### src/design/pmp_pkg.sv
// ----------------------------------------------------------------------------
// pmp_pkg: shared definitions for the particle motion prediction block
// Field widths, register codes, the CORDIC arctangent table and the
// status record that the arithmetic units hand back to the sequencer.
// ----------------------------------------------------------------------------
package pmp_pkg;

  localparam int ANGLE_BITS_DEF     = 16;
  localparam int MAX_STEP_TICKS_DEF = 3072;
  localparam int ATAN_ENTRIES       = 24;

  localparam int POS_W   = 32;
  localparam int VEL_W   = 32;
  localparam int YAW_W   = 24;
  localparam int TIME_W  = 32;
  localparam int HEAD_W  = 16;

  // number of bits in the sine and cosine words fed to the rotation multiply
  localparam int MUL_STEPS = 32;

  localparam int CFG_IDX_W  = 2;
  localparam int CFG_DATA_W = 32;

  localparam logic [CFG_IDX_W-1:0] REG_VEL_X    = 2'd0;
  localparam logic [CFG_IDX_W-1:0] REG_VEL_Y    = 2'd1;
  localparam logic [CFG_IDX_W-1:0] REG_VEL_YAW  = 2'd2;
  localparam logic [CFG_IDX_W-1:0] REG_REF_TIME = 2'd3;

  // 0.60725 in Q1.30, the inverse CORDIC gain
  localparam logic [31:0] CORDIC_GAIN_Q30 = 32'd652032874;

  typedef struct packed {
    logic busy;
    logic done;
  } unit_sts_t;

  // arctan(2^-i) with a full turn equal to 2^32
  function automatic logic [31:0] atan_lookup(input logic [4:0] idx);
    logic [31:0] v;
    case (idx)
      5'd0:  v = 32'h20000000;
      5'd1:  v = 32'h12E4051E;
      5'd2:  v = 32'h09FB385B;
      5'd3:  v = 32'h051111D4;
      5'd4:  v = 32'h028B0D43;
      5'd5:  v = 32'h0145D7E1;
      5'd6:  v = 32'h00A2F61E;
      5'd7:  v = 32'h00517C55;
      5'd8:  v = 32'h0028BE53;
      5'd9:  v = 32'h00145F2F;
      5'd10: v = 32'h000A2F98;
      5'd11: v = 32'h000517CC;
      5'd12: v = 32'h00028BE6;
      5'd13: v = 32'h000145F3;
      5'd14: v = 32'h0000A2FA;
      5'd15: v = 32'h0000517D;
      5'd16: v = 32'h000028BE;
      5'd17: v = 32'h0000145F;
      5'd18: v = 32'h00000A30;
      5'd19: v = 32'h00000518;
      5'd20: v = 32'h0000028C;
      5'd21: v = 32'h00000146;
      5'd22: v = 32'h000000A3;
      5'd23: v = 32'h00000051;
      default: v = 32'h00000000;
    endcase
    return v;
  endfunction

endpackage

### src/design/pmp_if.sv
// ----------------------------------------------------------------------------
// pmp_if: valid/ready channels of the particle motion prediction block
// pmp_in_if carries one particle word, pmp_out_if one moved particle word.
// ----------------------------------------------------------------------------
interface pmp_in_if import pmp_pkg::*; ();
  logic                     valid;
  logic                     ready;
  logic                     first_in_step;
  logic [TIME_W-1:0]        step_time;
  logic signed [POS_W-1:0]  pos_x;
  logic signed [POS_W-1:0]  pos_y;
  logic [HEAD_W-1:0]        heading;

  modport source (output valid, first_in_step, step_time, pos_x, pos_y, heading,
                  input ready);
  modport sink   (input valid, first_in_step, step_time, pos_x, pos_y, heading,
                  output ready);
endinterface

interface pmp_out_if import pmp_pkg::*; ();
  logic                     valid;
  logic                     ready;
  logic signed [POS_W-1:0]  new_x;
  logic signed [POS_W-1:0]  new_y;
  logic [HEAD_W-1:0]        new_heading;
  logic                     moved;

  modport source (output valid, new_x, new_y, new_heading, moved, input ready);
  modport sink   (input valid, new_x, new_y, new_heading, moved, output ready);
endinterface

### src/design/pmp_step_mul.sv
// ----------------------------------------------------------------------------
// pmp_step_mul: step increment multiplier
// Multiplies the three velocities by dt one dt bit per cycle, then rounds
// the products by 1/1024 and saturates (x, y) or wraps (yaw).
// ----------------------------------------------------------------------------
module pmp_step_mul import pmp_pkg::*; #(
  parameter int DT_BITS = 12
) (
  input  logic                     clk,
  input  logic                     rst_n,
  input  logic                     start,
  input  logic [DT_BITS-1:0]       dt,
  input  logic signed [VEL_W-1:0]  vel_x,
  input  logic signed [VEL_W-1:0]  vel_y,
  input  logic signed [YAW_W-1:0]  vel_yaw,
  output unit_sts_t                sts,
  output logic signed [POS_W-1:0]  step_dx,
  output logic signed [POS_W-1:0]  step_dy,
  output logic [HEAD_W-1:0]        step_dyaw
);

  // at least eleven steps so the rounding bit and the 1/1024 shift exist
  localparam int DT_STEPS = (DT_BITS > 11) ? DT_BITS : 11;
  localparam int CNT_W    = $clog2(DT_STEPS + 1);
  localparam int HW       = VEL_W + 1;
  localparam int ACC_W    = HW + DT_STEPS;
  localparam int RW       = ACC_W - 9;
  localparam int LANES    = 3;

  logic [DT_STEPS-1:0] dt_sr_r;
  logic [CNT_W-1:0]    cnt_r;
  logic                busy_r;
  logic                done_r;
  logic [ACC_W-1:0]    acc_r [LANES];
  logic [HW-1:0]       mcand [LANES];
  logic [HW:0]         sum   [LANES];
  logic [RW-1:0]       rnd   [LANES];
  logic [POS_W-1:0]    sat   [LANES];

  assign mcand[0] = {vel_x[VEL_W-1], vel_x};
  assign mcand[1] = {vel_y[VEL_W-1], vel_y};
  assign mcand[2] = {{(HW-YAW_W){vel_yaw[YAW_W-1]}}, vel_yaw};

  always_comb begin
    for (int i = 0; i < LANES; i++) begin
      sum[i] = {acc_r[i][ACC_W-1], acc_r[i][ACC_W-1 -: HW]}
             + (dt_sr_r[0] ? {mcand[i][HW-1], mcand[i]} : '0);
      // round half up: drop ten fraction bits, add the last one dropped
      rnd[i] = {acc_r[i][ACC_W-1], acc_r[i][ACC_W-1:10]} + {{(RW-1){1'b0}}, acc_r[i][9]};
      if ((&rnd[i][RW-1:POS_W-1]) || (~|rnd[i][RW-1:POS_W-1])) begin
        sat[i] = rnd[i][POS_W-1:0];
      end else if (rnd[i][RW-1]) begin
        sat[i] = {1'b1, {(POS_W-1){1'b0}}};
      end else begin
        sat[i] = {1'b0, {(POS_W-1){1'b1}}};
      end
    end
  end

  always_ff @(posedge clk) begin
    if (!rst_n) begin
      busy_r <= 1'b0;
      done_r <= 1'b0;
      cnt_r  <= '0;
    end else begin
      done_r <= 1'b0;
      if (start) begin
        busy_r <= 1'b1;
        cnt_r  <= CNT_W'(DT_STEPS);
      end else if (busy_r) begin
        cnt_r <= cnt_r - 1'b1;
        if (cnt_r == CNT_W'(1)) begin
          busy_r <= 1'b0;
          done_r <= 1'b1;
        end
      end
    end
  end

  // shift the low product bits out as each dt bit is consumed
  always_ff @(posedge clk) begin
    if (start) begin
      dt_sr_r <= DT_STEPS'(dt);
      for (int i = 0; i < LANES; i++) begin
        acc_r[i] <= '0;
      end
    end else if (busy_r) begin
      dt_sr_r <= {1'b0, dt_sr_r[DT_STEPS-1:1]};
      for (int i = 0; i < LANES; i++) begin
        acc_r[i] <= {sum[i], acc_r[i][DT_STEPS-1:1]};
      end
    end
  end

  assign sts.busy  = busy_r;
  assign sts.done  = done_r;
  assign step_dx   = sat[0];
  assign step_dy   = sat[1];
  assign step_dyaw = rnd[2][HEAD_W-1:0];

endmodule

### src/design/pmp_cordic.sv
// ----------------------------------------------------------------------------
// pmp_cordic: iterative sine and cosine of a particle heading
// One rotation per cycle, ANGLE_BITS rotations, results in Q1.30.
// ----------------------------------------------------------------------------
module pmp_cordic import pmp_pkg::*; #(
  parameter int ANGLE_BITS = ANGLE_BITS_DEF
) (
  input  logic                        clk,
  input  logic                        rst_n,
  input  logic                        start,
  input  logic [HEAD_W-1:0]           heading,
  output unit_sts_t                   sts,
  output logic signed [MUL_STEPS-1:0] cos_q,
  output logic signed [MUL_STEPS-1:0] sin_q
);

  localparam int IT_W = $clog2(ANGLE_BITS + 1);
  localparam int CW   = 34;

  logic signed [CW-1:0] x_r, y_r, z_r;
  logic                 flip_r;
  logic [IT_W-1:0]      it_r;
  logic                 busy_r;
  logic                 done_r;

  logic [HEAD_W-1:0]    quad;
  logic [HEAD_W-1:0]    ang;
  logic signed [CW-1:0] xs, ys, at;
  logic signed [CW-1:0] x_fin, y_fin;

  // fold the left half plane onto the right one, negate at the end
  assign quad = heading + {2'b01, {(HEAD_W-2){1'b0}}};
  assign ang  = quad[HEAD_W-1] ? (heading ^ {1'b1, {(HEAD_W-1){1'b0}}}) : heading;

  assign xs = x_r >>> it_r;
  assign ys = y_r >>> it_r;
  assign at = $signed({2'b00, atan_lookup(5'(it_r))});

  always_ff @(posedge clk) begin
    if (!rst_n) begin
      busy_r <= 1'b0;
      done_r <= 1'b0;
      it_r   <= '0;
    end else begin
      done_r <= 1'b0;
      if (start) begin
        busy_r <= 1'b1;
        it_r   <= '0;
      end else if (busy_r) begin
        it_r <= it_r + 1'b1;
        if (it_r == IT_W'(ANGLE_BITS - 1)) begin
          busy_r <= 1'b0;
          done_r <= 1'b1;
        end
      end
    end
  end

  always_ff @(posedge clk) begin
    if (start) begin
      x_r    <= $signed({2'b00, CORDIC_GAIN_Q30});
      y_r    <= '0;
      z_r    <= $signed({{2{ang[HEAD_W-1]}}, ang, 16'h0000});
      flip_r <= quad[HEAD_W-1];
    end else if (busy_r) begin
      if (!z_r[CW-1]) begin
        x_r <= x_r - ys;
        y_r <= y_r + xs;
        z_r <= z_r - at;
      end else begin
        x_r <= x_r + ys;
        y_r <= y_r - xs;
        z_r <= z_r + at;
      end
    end
  end

  assign x_fin    = flip_r ? -x_r : x_r;
  assign y_fin    = flip_r ? -y_r : y_r;
  assign cos_q    = x_fin[MUL_STEPS-1:0];
  assign sin_q    = y_fin[MUL_STEPS-1:0];
  assign sts.busy = busy_r;
  assign sts.done = done_r;

endmodule

### src/design/pmp_rot_mul.sv
// ----------------------------------------------------------------------------
// pmp_rot_mul: bit-serial rotation of the step increment
// Forms dx*sin + dy*cos and dx*cos - dy*sin one sine/cosine bit per cycle,
// keeping the full product so the 2^-30 rounding stays exact.
// ----------------------------------------------------------------------------
module pmp_rot_mul import pmp_pkg::*; (
  input  logic                        clk,
  input  logic                        rst_n,
  input  logic                        start,
  input  logic signed [POS_W-1:0]     step_dx,
  input  logic signed [POS_W-1:0]     step_dy,
  input  logic signed [MUL_STEPS-1:0] cos_q,
  input  logic signed [MUL_STEPS-1:0] sin_q,
  output unit_sts_t                   sts,
  output logic signed [35:0]          move_x_hi,
  output logic                        move_x_rnd,
  output logic signed [35:0]          move_y_hi,
  output logic                        move_y_rnd
);

  localparam int HW    = POS_W + 2;
  localparam int ACC_W = HW + MUL_STEPS;
  localparam int CNT_W = $clog2(MUL_STEPS + 1);

  logic [MUL_STEPS-1:0] c_sr_r, s_sr_r;
  logic [ACC_W-1:0]     acc_x_r, acc_y_r;
  logic [CNT_W-1:0]     cnt_r;
  logic                 busy_r;
  logic                 done_r;

  logic signed [HW-1:0] dx_e, dy_e, tx, ty, px, py;
  logic signed [HW:0]   sum_x, sum_y;
  logic                 sign_bit;

  assign dx_e     = HW'(step_dx);
  assign dy_e     = HW'(step_dy);
  assign sign_bit = (cnt_r == CNT_W'(1));

  always_comb begin
    tx = (s_sr_r[0] ? dx_e : '0) + (c_sr_r[0] ? dy_e : '0);
    ty = (c_sr_r[0] ? dx_e : '0) - (s_sr_r[0] ? dy_e : '0);
    // the top bit of a two's complement multiplier weighs negative
    px = sign_bit ? -tx : tx;
    py = sign_bit ? -ty : ty;
    sum_x = $signed({acc_x_r[ACC_W-1], acc_x_r[ACC_W-1 -: HW]}) + $signed({px[HW-1], px});
    sum_y = $signed({acc_y_r[ACC_W-1], acc_y_r[ACC_W-1 -: HW]}) + $signed({py[HW-1], py});
  end

  always_ff @(posedge clk) begin
    if (!rst_n) begin
      busy_r <= 1'b0;
      done_r <= 1'b0;
      cnt_r  <= '0;
    end else begin
      done_r <= 1'b0;
      if (start) begin
        busy_r <= 1'b1;
        cnt_r  <= CNT_W'(MUL_STEPS);
      end else if (busy_r) begin
        cnt_r <= cnt_r - 1'b1;
        if (cnt_r == CNT_W'(1)) begin
          busy_r <= 1'b0;
          done_r <= 1'b1;
        end
      end
    end
  end

  always_ff @(posedge clk) begin
    if (start) begin
      c_sr_r  <= cos_q;
      s_sr_r  <= sin_q;
      acc_x_r <= '0;
      acc_y_r <= '0;
    end else if (busy_r) begin
      c_sr_r  <= {1'b0, c_sr_r[MUL_STEPS-1:1]};
      s_sr_r  <= {1'b0, s_sr_r[MUL_STEPS-1:1]};
      acc_x_r <= {sum_x, acc_x_r[MUL_STEPS-1:1]};
      acc_y_r <= {sum_y, acc_y_r[MUL_STEPS-1:1]};
    end
  end

  assign move_x_hi  = acc_x_r[ACC_W-1:30];
  assign move_x_rnd = acc_x_r[29];
  assign move_y_hi  = acc_y_r[ACC_W-1:30];
  assign move_y_rnd = acc_y_r[29];
  assign sts.busy   = busy_r;
  assign sts.done   = done_r;

endmodule

### src/design/particle_motion_prediction.sv
// ----------------------------------------------------------------------------
// particle_motion_prediction: particle filter prediction step
// Moves each particle by the latched body-frame step rotated by its heading.
// ----------------------------------------------------------------------------
// The block takes one particle word at a time and returns one result word
// for it. A word flagged first_in_step opens a prediction step: dt is the
// step time minus the stored last time, and the step is valid when
// 0 < dt <= MAX_STEP_TICKS. A valid step latches dx, dy and dyaw from the
// velocity registers and stores the step time; an invalid one passes every
// particle of the step through unchanged with moved low. A passing particle
// goes straight to the output stage; a moved particle runs the iterative
// CORDIC (one rotation a cycle) and then the bit-serial rotation multiply
// (one sine/cosine bit a cycle); a first word of a valid step first runs the
// bit-serial dt multiply. The next word is taken while a finished result
// still waits in the output register. Write the configuration only while
// no word is in flight; a reference_time write reloads the stored last time.
module particle_motion_prediction import pmp_pkg::*; #(
  parameter int ANGLE_BITS     = ANGLE_BITS_DEF,
  parameter int MAX_STEP_TICKS = MAX_STEP_TICKS_DEF
) (
  input  logic                  clk,
  input  logic                  rst_n,
  input  logic                  cfg_we,
  input  logic [CFG_IDX_W-1:0]  cfg_index,
  input  logic [CFG_DATA_W-1:0] cfg_data,
  pmp_in_if.sink                in_ch,
  pmp_out_if.source             out_ch
);

  localparam int DT_BITS = $clog2(MAX_STEP_TICKS + 1);

  localparam logic [2:0] ST_IDLE   = 3'd0;
  localparam logic [2:0] ST_STEP   = 3'd1;
  localparam logic [2:0] ST_CORDIC = 3'd2;
  localparam logic [2:0] ST_ROT    = 3'd3;
  localparam logic [2:0] ST_FIN    = 3'd4;

  logic [2:0] state_r;

  // configuration
  logic signed [VEL_W-1:0] vel_x_r, vel_y_r;
  logic signed [YAW_W-1:0] vel_yaw_r;

  // step state
  logic [TIME_W-1:0]       last_time_r;
  logic                    step_valid_r;
  logic signed [POS_W-1:0] step_dx_r, step_dy_r;
  logic [HEAD_W-1:0]       step_dyaw_r;

  // particle in flight
  logic signed [POS_W-1:0] pos_x_r, pos_y_r;
  logic [HEAD_W-1:0]       heading_r;
  logic                    cordic_go_r;

  // output register
  logic                    out_valid_r;
  logic signed [POS_W-1:0] new_x_r, new_y_r;
  logic [HEAD_W-1:0]       new_heading_r;
  logic                    moved_r;

  logic                    in_fire;
  logic                    out_free;
  logic [TIME_W:0]         dt_full;
  logic                    dt_ok;

  unit_sts_t               step_sts, cordic_sts, rot_sts;
  logic                    step_start;
  logic signed [POS_W-1:0] mul_dx, mul_dy;
  logic [HEAD_W-1:0]       mul_dyaw;
  logic signed [MUL_STEPS-1:0] cos_q, sin_q;
  logic signed [35:0]      move_x_hi, move_y_hi;
  logic                    move_x_rnd, move_y_rnd;
  logic signed [36:0]      sum_x, sum_y;
  logic signed [POS_W-1:0] sat_x, sat_y;

  assign in_ch.ready = (state_r == ST_IDLE);
  assign in_fire     = in_ch.valid && in_ch.ready;
  assign out_free    = !out_valid_r || out_ch.ready;

  // plain difference, no wrap: a step time behind the last time is invalid
  assign dt_full = {1'b0, in_ch.step_time} - {1'b0, last_time_r};
  assign dt_ok   = !dt_full[TIME_W] && (dt_full != '0) &&
                   (dt_full <= (TIME_W+1)'(MAX_STEP_TICKS));

  assign step_start = in_fire && in_ch.first_in_step && dt_ok;

  pmp_step_mul #(
    .DT_BITS (DT_BITS)
  ) u_step_mul (
    .clk       (clk),
    .rst_n     (rst_n),
    .start     (step_start),
    .dt        (dt_full[DT_BITS-1:0]),
    .vel_x     (vel_x_r),
    .vel_y     (vel_y_r),
    .vel_yaw   (vel_yaw_r),
    .sts       (step_sts),
    .step_dx   (mul_dx),
    .step_dy   (mul_dy),
    .step_dyaw (mul_dyaw)
  );

  pmp_cordic #(
    .ANGLE_BITS (ANGLE_BITS)
  ) u_cordic (
    .clk     (clk),
    .rst_n   (rst_n),
    .start   (cordic_go_r),
    .heading (heading_r),
    .sts     (cordic_sts),
    .cos_q   (cos_q),
    .sin_q   (sin_q)
  );

  // the rotation multiply starts on the cycle the CORDIC results settle
  pmp_rot_mul u_rot_mul (
    .clk        (clk),
    .rst_n      (rst_n),
    .start      (cordic_sts.done),
    .step_dx    (step_dx_r),
    .step_dy    (step_dy_r),
    .cos_q      (cos_q),
    .sin_q      (sin_q),
    .sts        (rot_sts),
    .move_x_hi  (move_x_hi),
    .move_x_rnd (move_x_rnd),
    .move_y_hi  (move_y_hi),
    .move_y_rnd (move_y_rnd)
  );

  // position plus rounded move; the rounding bit rides in as a carry
  assign sum_x = {{5{pos_x_r[POS_W-1]}}, pos_x_r} + {move_x_hi[35], move_x_hi}
               + {36'd0, move_x_rnd};
  assign sum_y = {{5{pos_y_r[POS_W-1]}}, pos_y_r} + {move_y_hi[35], move_y_hi}
               + {36'd0, move_y_rnd};

  always_comb begin
    if ((&sum_x[36:31]) || (~|sum_x[36:31])) begin
      sat_x = sum_x[POS_W-1:0];
    end else begin
      sat_x = sum_x[36] ? {1'b1, {(POS_W-1){1'b0}}} : {1'b0, {(POS_W-1){1'b1}}};
    end
    if ((&sum_y[36:31]) || (~|sum_y[36:31])) begin
      sat_y = sum_y[POS_W-1:0];
    end else begin
      sat_y = sum_y[36] ? {1'b1, {(POS_W-1){1'b0}}} : {1'b0, {(POS_W-1){1'b1}}};
    end
  end

  // sequencer, step state and configuration
  always_ff @(posedge clk) begin
    if (!rst_n) begin
      state_r      <= ST_IDLE;
      cordic_go_r  <= 1'b0;
      vel_x_r      <= '0;
      vel_y_r      <= '0;
      vel_yaw_r    <= '0;
      last_time_r  <= '0;
      step_valid_r <= 1'b0;
      step_dx_r    <= '0;
      step_dy_r    <= '0;
      step_dyaw_r  <= '0;
    end else begin
      cordic_go_r <= 1'b0;

      if (cfg_we) begin
        unique case (cfg_index)
          REG_VEL_X:    vel_x_r     <= cfg_data;
          REG_VEL_Y:    vel_y_r     <= cfg_data;
          REG_VEL_YAW:  vel_yaw_r   <= cfg_data[YAW_W-1:0];
          REG_REF_TIME: last_time_r <= cfg_data;
          default: ;
        endcase
      end

      unique case (state_r)
        ST_IDLE: begin
          if (in_fire) begin
            if (in_ch.first_in_step) begin
              // evaluate the step time; an invalid step keeps the old latches
              step_valid_r <= dt_ok;
              if (dt_ok) begin
                last_time_r <= in_ch.step_time;
                state_r     <= ST_STEP;
              end else begin
                state_r <= ST_FIN;
              end
            end else if (step_valid_r) begin
              cordic_go_r <= 1'b1;
              state_r     <= ST_CORDIC;
            end else begin
              state_r <= ST_FIN;
            end
          end
        end
        ST_STEP: begin
          if (step_sts.done) begin
            step_dx_r   <= mul_dx;
            step_dy_r   <= mul_dy;
            step_dyaw_r <= mul_dyaw;
            cordic_go_r <= 1'b1;
            state_r     <= ST_CORDIC;
          end
        end
        ST_CORDIC: begin
          if (cordic_sts.done) begin
            state_r <= ST_ROT;
          end
        end
        ST_ROT: begin
          if (rot_sts.done) begin
            state_r <= ST_FIN;
          end
        end
        ST_FIN: begin
          // hold until the output register can take the word
          if (out_free) begin
            state_r <= ST_IDLE;
          end
        end
        default: state_r <= ST_IDLE;
      endcase
    end
  end

  // capture the particle as it is accepted
  always_ff @(posedge clk) begin
    if (in_fire) begin
      pos_x_r   <= in_ch.pos_x;
      pos_y_r   <= in_ch.pos_y;
      heading_r <= in_ch.heading;
    end
  end

  // output register: drop the word once taken, load a finished one
  always_ff @(posedge clk) begin
    if (!rst_n) begin
      out_valid_r <= 1'b0;
    end else if (state_r == ST_FIN && out_free) begin
      out_valid_r <= 1'b1;
    end else if (out_ch.ready) begin
      out_valid_r <= 1'b0;
    end
  end

  always_ff @(posedge clk) begin
    if (state_r == ST_FIN && out_free) begin
      if (step_valid_r) begin
        new_x_r       <= sat_x;
        new_y_r       <= sat_y;
        new_heading_r <= heading_r + step_dyaw_r;
        moved_r       <= 1'b1;
      end else begin
        new_x_r       <= pos_x_r;
        new_y_r       <= pos_y_r;
        new_heading_r <= heading_r;
        moved_r       <= 1'b0;
      end
    end
  end

  assign out_ch.valid       = out_valid_r;
  assign out_ch.new_x       = new_x_r;
  assign out_ch.new_y       = new_y_r;
  assign out_ch.new_heading = new_heading_r;
  assign out_ch.moved       = moved_r;

  // the arithmetic units run one after another, never together
  a_units_exclusive: assert property (@(posedge clk) disable iff (!rst_n)
    !(cordic_sts.busy && rot_sts.busy) && !(step_sts.busy && cordic_sts.busy))
    else $error("arithmetic units busy at the same time");

  a_step_in_state: assert property (@(posedge clk) disable iff (!rst_n)
    (step_sts.busy || step_sts.done) |-> (state_r == ST_STEP))
    else $error("step multiplier active outside the step state");

  a_bad_step_clears: assert property (@(posedge clk) disable iff (!rst_n)
    (in_fire && in_ch.first_in_step && !dt_ok) |=> (!step_valid_r && state_r == ST_FIN))
    else $error("invalid step time did not clear the step");

  a_rot_to_fin: assert property (@(posedge clk) disable iff (!rst_n)
    rot_sts.done |=> (state_r == ST_FIN))
    else $error("rotation result not handed to the output stage");

  a_last_time_src: assert property (@(posedge clk) disable iff (!rst_n)
    !$stable(last_time_r) |->
      $past((cfg_we && cfg_index == REG_REF_TIME) || step_start))
    else $error("last time changed without a write or a valid step");

endmodule

### src/flat_wrapper.sv
// flat-port wrapper written by rule: the top's interface ports become plain ports
module particle_motion_prediction_flat import pmp_pkg::*;
#(
  parameter int ANGLE_BITS     = ANGLE_BITS_DEF,
  parameter int MAX_STEP_TICKS = MAX_STEP_TICKS_DEF
)
  (clk, rst_n, cfg_we, cfg_index, cfg_data, in_ch_valid, in_ch_first_in_step, in_ch_step_time, in_ch_pos_x, in_ch_pos_y, in_ch_heading, in_ch_ready, out_ch_valid, out_ch_new_x, out_ch_new_y, out_ch_new_heading, out_ch_moved, out_ch_ready);
  pmp_in_if in_ch_i ();
  pmp_out_if out_ch_i ();
  input  logic clk;
  input  logic rst_n;
  input  logic cfg_we;
  input  logic [CFG_IDX_W-1:0] cfg_index;
  input  logic [CFG_DATA_W-1:0] cfg_data;
  input wire logic [$bits(in_ch_i.valid)-1:0] in_ch_valid;
  input wire logic [$bits(in_ch_i.first_in_step)-1:0] in_ch_first_in_step;
  input wire logic [$bits(in_ch_i.step_time)-1:0] in_ch_step_time;
  input wire logic [$bits(in_ch_i.pos_x)-1:0] in_ch_pos_x;
  input wire logic [$bits(in_ch_i.pos_y)-1:0] in_ch_pos_y;
  input wire logic [$bits(in_ch_i.heading)-1:0] in_ch_heading;
  output wire logic [$bits(in_ch_i.ready)-1:0] in_ch_ready;
  output wire logic [$bits(out_ch_i.valid)-1:0] out_ch_valid;
  output wire logic [$bits(out_ch_i.new_x)-1:0] out_ch_new_x;
  output wire logic [$bits(out_ch_i.new_y)-1:0] out_ch_new_y;
  output wire logic [$bits(out_ch_i.new_heading)-1:0] out_ch_new_heading;
  output wire logic [$bits(out_ch_i.moved)-1:0] out_ch_moved;
  input wire logic [$bits(out_ch_i.ready)-1:0] out_ch_ready;
  assign in_ch_i.valid = in_ch_valid;
  assign in_ch_i.first_in_step = in_ch_first_in_step;
  assign in_ch_i.step_time = in_ch_step_time;
  assign in_ch_i.pos_x = in_ch_pos_x;
  assign in_ch_i.pos_y = in_ch_pos_y;
  assign in_ch_i.heading = in_ch_heading;
  assign in_ch_ready = in_ch_i.ready;
  assign out_ch_valid = out_ch_i.valid;
  assign out_ch_new_x = out_ch_i.new_x;
  assign out_ch_new_y = out_ch_i.new_y;
  assign out_ch_new_heading = out_ch_i.new_heading;
  assign out_ch_moved = out_ch_i.moved;
  assign out_ch_i.ready = out_ch_ready;
  particle_motion_prediction #(.ANGLE_BITS(ANGLE_BITS), .MAX_STEP_TICKS(MAX_STEP_TICKS)) u_core (.clk(clk), .rst_n(rst_n), .cfg_we(cfg_we), .cfg_index(cfg_index), .cfg_data(cfg_data), .in_ch(in_ch_i), .out_ch(out_ch_i));
endmodule
### config.mk
export PLATFORM = sky130hd
export DESIGN_NAME = particle_motion_prediction_flat
export DESIGN_NICKNAME = d
export VERILOG_FILES = /design/src/design/pmp_pkg.sv /design/src/design/pmp_if.sv /design/src/design/pmp_step_mul.sv /design/src/design/pmp_cordic.sv /design/src/design/pmp_rot_mul.sv /design/src/design/particle_motion_prediction.sv /design/src/flat_wrapper.sv
export SDC_FILE = /design/constraint.sdc
export NUM_CORES = 2
export LEC_CHECK = 0
export BUFFER_PORTS_ARGS = -buffer_cell sky130_fd_sc_hd__buf_2
export CAP_MARGIN = 20
export CORE_MARGIN = 5
export CORE_UTILIZATION = 56
export CTS_BUF_LIST = sky130_fd_sc_hd__clkbuf_8
export DETAILED_ROUTE_END_ITERATION = 12
export PLACE_DENSITY = 0.81
export SLEW_MARGIN = 30
export SYNTH_ARGS = -nofsm -noshare
export SYNTH_HDL_FRONTEND = slang
export SYNTH_SLANG_ARGS = --single-unit
export TNS_END_PERCENT = 10
### constraint.sdc
create_clock -name clk -period 8.3 [get_ports clk]
set_input_delay 0.83 -clock clk [delete_from_list [all_inputs] [get_ports clk]]
set_output_delay 0.83 -clock clk [all_outputs]
set_load 0.02 [all_outputs]
# Word level (Yosys, flattened, before mapping)
# Memory sizes are Yosys's and may differ from the RTL's. A register that Yosys moved wholly into a read port is not among the register bits.
# Index checks and enable logic that the tools add are counted.
word_totals:
  register_bits: 699
  ramBits: 135
  mem_bits_ro: 960
  wordCells: 223
  mem_count: 2
op_classes:
  add_sub_neg: 30
  n_lt_le_gt_ge: 1
  n_eq_ne: 15
  shifts: 2
  mux: 82
  n_bitwise: 8
  reduce_logical: 44
memory_table:
  columns: ["memory", "words", "word_bits", "read_ports", "rd_clocked_by_memory_dff", "write_ports", "line", "rtl"]
  rows:
  - ["(name not given)", 32, 30, 1, 1, 0, "pmp_pkg.sv:40", "case (idx)"]
  - ["u_core.u_step_mul.acc_r", 3, 45, 3, 0, 3, "pmp_step_mul.sv:34", "logic [ACC_W-1:0] acc_r [LANES];"]
op_table:
  columns: ["operator", "n"]
  rows:
  - ["$mux W32", 22]
  - ["$mux W34", 14]
  - ["$add A34 B34 Y34", 6]
  - ["$mux W45", 3]
  - ["$sub A34 B34 Y34", 3]
  - ["$add A32 B36 Y37", 2]
  - ["$add A37 B1 Y37", 2]
  - ["$add A35 B2 Y36", 2]
  - ["$add A34 B34 Y35", 2]
  - ["$neg A34 Y34", 2]
  - ["$sshr A34 B5 Y34", 2]
  - ["$neg A32 Y32", 2]
  - ["$add A34 B33 Y34", 1]
  - ["$sub A34 B33 Y34", 1]
  - ["$le A33 B12 Y1 const B", 1]
  - ["$reduce_bool A33 Y1", 1]
  - ["$sub A32 B32 Y33", 1]
  - ["$mux W16", 2]
  - ["$mux W12", 2]
  - ["$mux W3", 8]
  - ["$mux W1", 23]
  - ["$add A16 B15 Y16 const B", 1]
  - ["$add A16 B16 Y16", 1]
  - ["$add A16 B2 Y16", 1]
  - ["other kinds (34)", 77]

# Longest topological paths before layout
logic_depth:
  depth_word: 8
  mapped_depth: 29
  depth_no_buf: 26

# Modules after synthesis
# A second synthesis with hierarchy kept.
unflattened:
  hier_cells: 7869
  hier_area_um2: 66296.1
modules_own_cells:
  columns: ["module", "instances", "cells_per_inst", "area_per_inst_um2", "seq_area_each_um2"]
  rows:
  - ["particle_motion_prediction", 1, 2302, 20764.9, 8958.6]
  - ["pmp_cordic", 1, 2249, 17864.6, 2992.9]
  - ["pmp_rot_mul", 1, 1871, 15118.2, 3563.4]
  - ["pmp_step_mul", 1, 1447, 12548.3, 3723.6]

# Least setup slack after synthesis
# No wires, ideal clock.
synth_path:
  kind: "input to register"
  from: "in in_ch_step_time[0]"
  to: "mem u_core.u_step_mul.acc_r[0][100] (netlist bit) (enable)"
  setup_ns: 0.500
  t_arrival_ns: 7.040
  setup_slack_ns: 0.761
  path_stages: 16
  path_buffers: 2
  cell_sequence: "inv_1 -> ha_1 -> fa_1 -> nand2b_1 -> a211oi_1 -> nor3_1 -> o21ai_2 -> a31oi_1 -> o21ai_1 -> a31oi_1 -> or4_1 -> or4_1 -> clkbuf_1 -> or2_1 -> buf_2 -> nand2b_1"
synth_lines:
  columns: ["element", "line", "rtl"]
  rows:
  - ["from (decl)", "flat_wrapper.sv:17", "input wire logic [$bits(in_ch_i.step_time)-1:0] in_ch_step_time;"]
  - ["to (decl)", "pmp_step_mul.sv:34", null]

# Final worst setup path
layout_path:
  from: "reg u_core.u_rot_mul.s_sr_r[0]"
  to: "reg u_core.u_rot_mul.acc_y_r[63]"
layout_between:
  elab_chain_len: 5
layout_lines:
  columns: ["element", "line", "rtl"]
  rows:
  - ["from (decl)", "pmp_rot_mul.sv:25", "logic [MUL_STEPS-1:0] c_sr_r, s_sr_r;"]
  - ["from (signal assigned)", "pmp_rot_mul.sv:72", "s_sr_r <= sin_q;"]
  - ["from (signal assigned)", "pmp_rot_mul.sv:77", "s_sr_r <= {1'b0, s_sr_r[MUL_STEPS-1:1]};"]
  - ["$mux W34 (*)", "pmp_rot_mul.sv:41", "ty = (c_sr_r[0] ? dx_e : '0) - (s_sr_r[0] ? dy_e : '0);"]
  - ["$sub A34 B34 Y34 (*)", "pmp_rot_mul.sv:41", null]
  - ["$neg A34 Y34", "pmp_rot_mul.sv:44", "py = sign_bit ? -ty : ty;"]
  - ["$mux W34 (*)", "pmp_rot_mul.sv:44", null]
  - ["$add A34 B34 Y35 (*)", "pmp_rot_mul.sv:46", "sum_y = $signed({acc_y_r[ACC_W-1], acc_y_r[ACC_W-1 -: HW]}) + $signed({py[HW-1], py});"]
  - ["to (signal assigned)", "pmp_rot_mul.sv:79", "acc_y_r <= {sum_y, acc_y_r[MUL_STEPS-1:1]};"]
  - ["to (decl)", "pmp_rot_mul.sv:26", "logic [ACC_W-1:0] acc_x_r, acc_y_r;"]
# Every way passes the cells marked *; elsewhere a longest branch is shown, timed or not.
# A chain may end at the register's enable or synchronous reset.

==> summary.md <==
| Metric | Value |
|---|---|
| Gr usage total | `about 28%` |
| Die area | `around 120000 um^2` |
| Die height | `348 um` |
| Crit path DAT | `just over 8000 ps` |
| Placed inst area | `between 60000 and 70000 um^2` |
| Flop pwr share | `between 40% and 50%` |
| Final non-filler cell total | `about 9000` |
| Hold Path Class | `input port to flop` |
| Clock Latency Late Sink | `900 ps` |
| Total routed wirelength | `between 150000 and 200000 um` |
| Worst slew margin | `32.9%` |
| Fin area | `between 60000 and 70000 um^2` |
| Synth cell count leaders | `nand2_1 (761), nor2_1 (624), a21oi_1 (563)` |
| Via count | `slightly below 60000` |
| Syn_nets | `8075` |
| Primary FF master, synth | `dfxtp_1` |
| Routed Antenna Nets | `0` |
| VDD IR-drop max | `217 uV` |
| Power Total | `0.0106 W` |
| First-pass GRT wire length | `286000 um` |
| Gate power share | `18.7%` |
| Tcrit/Tclk final | `just under 90%` |
| P_int | `roughly 0.0073 W` |
| Core Region | `114000 um^2` |
| Startpoint Class | `flop` |
| Root Buffer | `clkbuf_8` |
| Fmax | `136 MHz` |
| Worst setup startpoint | `u_core.u_rot_mul.s_sr_r[0]` |
| Switching pwr | `0.00323 W` |
| Synth Instances | `7432` |
| Die X | `348 um` |
| Synth Register Bits | `779` |
| Min cycle time layout | `7340 ps` |
| Starting DRT DRC Count | `5302` |
| CTS max path bufs | `3` |
| Async set-reset flop share out of synthesis | `0%` |
| Static Leak | `29.5 nW` |
| DP HPWL | `~130000 um` |
| Clk sinks | `around 780` |
| EDFF count, synth | `roughly 360` |
| Synth cell types | `about 110` |
| Share of cells above drive strength 1 | `10.0%` |
| Largest cells by area after synthesis | `edfxtp_1 (17%), dfxtp_1 (13%), ha_1 (9.3%)` |
| Synthesized area | `64000 um^2` |
| Postcts setup bufs | `0` |
| Rows | `124` |
| Flop2flop setup slack | `960 ps` |
| H-tree depth | `4` |
| Layout filler cell count | `between 9000 and 10000` |
| Post-synth top area share | `17.1%` |
| Seq/Total Area, Yosys | `30.1%` |
| Routed WL per cell | `a little under 20 um` |
| Switching Fraction | `30.5%` |
| Top Ports | `235` |
| Pre-antenna DRT Iters | `7` |
| Setup TNS Final | `0 ps` |
| Clk_skew | `66.6 ps` |
| GRT overflow | `0` |
| Req. time, crit path | `9070 ps` |
| Starting density of the core | `56.2%` |
| Layout area overhead | `8.04%` |
| CTS Hold Bufs | `0` |
| Setup CP Type | `flop to flop` |
| Critical hold path startpoint | `in_ch_heading[12]` |
| Crit. End Element | `flop` |
| Maximum fanout along the worst path | `25` |
| Clock Power Share | `a little under two fifths` |
| Final Util | `60.7%` |
| Vias in the first global route | `53820` |
| Post-synth top area cell | `edfxtp_1` |
| Final hold vios | `0` |
| PwrDens | `153 nW/um^2` |
| Gp weighted congestion | `1.02` |
| TritonCTS Buffers | `139` |
| Clk slew on worst S/H paths | `approximately 60 ps` |
| Port Buf Inserts | `between 200 and 250` |
| Layout net count | `8113` |
| R2R Path Start | `u_core.u_rot_mul.s_sr_r[0]` |
| YS warnings | `0` |
| Max Slew Vio Count | `0` |
| Most frequent cell after synthesis | `nand2_1` |
| Syn Area/Cell | `8.61 um^2` |
| Slew @ Worst Pin | `~1000 ps` |
| Dpl cells | `8840` |
| Unrepaired setup endpoints after global routing | `no` |
| Initial antenna violation count | `8` |
| Status | `completed` |
| Post-cts sizing count | `0` |
| Via/cell ratio | `6.33` |
| Pin count of the biggest net entering global routing | `around 140` |
| CTS tree | `yes` |
| Max cap viols | `0` |
| # DRC | `0` |
| Setup violators final | `0` |
==> layer usage <==
| metal | track usage, % | vias up | wire, um |
|---|---|---|---|
| li1 | - | 27437 | - |
| met1 | 39.4 | 27262 | 78200 |
| met2 | 45.0 | 2537 | 80600 |
| met3 | 5.20 | 373 | 16200 |
| met4 | 10.1 | 0 | 5800 |
| met5 | 0 | - | 0 |
==> logic make-up after synthesis <==
kind of cell	count (synthesis)	share of synthesized area, %
fa+ha+maj	492	9.80
xor+xnor	634	8.68
simple gates	2453	18.5
compound gates	2123	22.1
flops	779	30.1
buf+inv	624	3.98
mux	327	6.98
==> power groups by stage <==
stage | sequential, W | combinational [W] | clock [W]
2_1_floorplan | 0.00473 | 0.00129 | 0
3_3_place_gp | 0.00465 | 0.00188 | 0
3_5_place_dp | 0.00466 | 0.00193 | 0
4_1_cts | 0.00459 | 0.00195 | 0.00407
5_1_grt | 0.00461 | 0.00215 | 0.00426
6_report | 0.00459 | 0.00197 | 0.00400
==> stage by stage <==
stage,setup WS (ps),hold WS [ps]
after floorplan,761,432
after global placement,1210,446
after detailed placement,1000,453
after CTS,1020,17.9
after global routing,486,69.4
final,956,116
==> sequential cells by signal, summed over array words and instances (netlist names), 12 cells and up <==
register and count:
u_core.vel_yaw_r 24, u_core.pos_y_r 32, u_core.u_rot_mul.c_sr_r 32, u_core.vel_y_r 32, u_core.u_cordic.x_r 34, u_core.u_rot_mul.acc_y_r 37
u_core.step_dyaw_r 16, u_core.out_ch.new_y 32, u_core.u_cordic.y_r 34, u_core.u_cordic.at 30, u_core.u_cordic.z_r 34, u_core.u_rot_mul.acc_x_r 37
u_core.out_ch.new_heading 16, u_core.step_dx_r 32, u_core.step_dy_r 32, u_core.heading_r 16, u_core.out_ch.new_x 32, u_core.u_step_mul.acc_r 108
u_core.pos_x_r 32, u_core.last_time_r 32, u_core.vel_x_r 32, u_core.u_rot_mul.s_sr_r 32, u_core.u_step_mul.dt_sr_r 12
==> cells in the final DEF, fill, tap and decap left out, drive strengths merged, types with 56 or more instances in the layout <==
cell	synthesis	layout
o21ai	380	380
nand3	157	157
xnor2	358	358
o211ai	81	81
mux4	85	85
buf	84	290
clkbuf	309	167
and3	89	89
nor2	624	624
o21bai	70	70
a31oi	88	88
mux2i	172	172
nand2	761	761
o31ai	56	56
inv	228	272
a211oi	73	73
nor2b	77	77
mux2	70	70
a21o	190	190
nand2b	86	86
a21boi	117	117
dfxtp	415	415
edfxtp	364	364
ha	475	475
a221o	69	69
nor3	129	129
and2	223	223
xor2	276	276
a21oi	565	565
o21a	74	74
==> final timing paths <==
| kind | endpoint | cells after the start |
|---|---|---|
| worst max-delay path | u_core.u_rot_mul.acc_y_r[63] | 24 |
| worst min-delay path | u_core.heading_r[12] | 1 |
| worst max register to register | u_core.u_rot_mul.acc_y_r[63] | 24 |
| worst min register to register | u_core.vel_y_r[15] | 2 |
==> layout make-up <==
type / count / area (um^2) / area share [%]
inverter: 231 / 868 / 1.26
clock buffer: 167 / 2300 / 3.32
sequential: 779 / 19300 / 27.8
antenna: 7 / 17.5 / 0.0253
multi-input combinational: 6029 / 42300 / 61.2
tap: 1512 / 1890 / 2.74
clock inverter: 91 / 806 / 1.17
timing repair buffer: 290 / 1710 / 2.47
==> worst max-delay path: stages, from the launching register on <==
cell and delay, ps:
edfxtp_1 750, and2_1 220, ha_1 180, inv_1 70, fa_1 390, a21o_1 230, a221o_1 390, a211o_1 340
a311oi_2 320, nand4b_1 180, or3_1 450, or2_1 310, nor4_1 430, a21oi_1 150, xnor2_1 160, ha_1 350
o21ai_0 250, a21oi_1 120, and2_1 150, a311oi_1 440, o31ai_1 210, o41ai_1 410, o21ai_0 200, or2_2 300
a32o_1 240
Note: power is estimated with default switching activity, not from simulation.
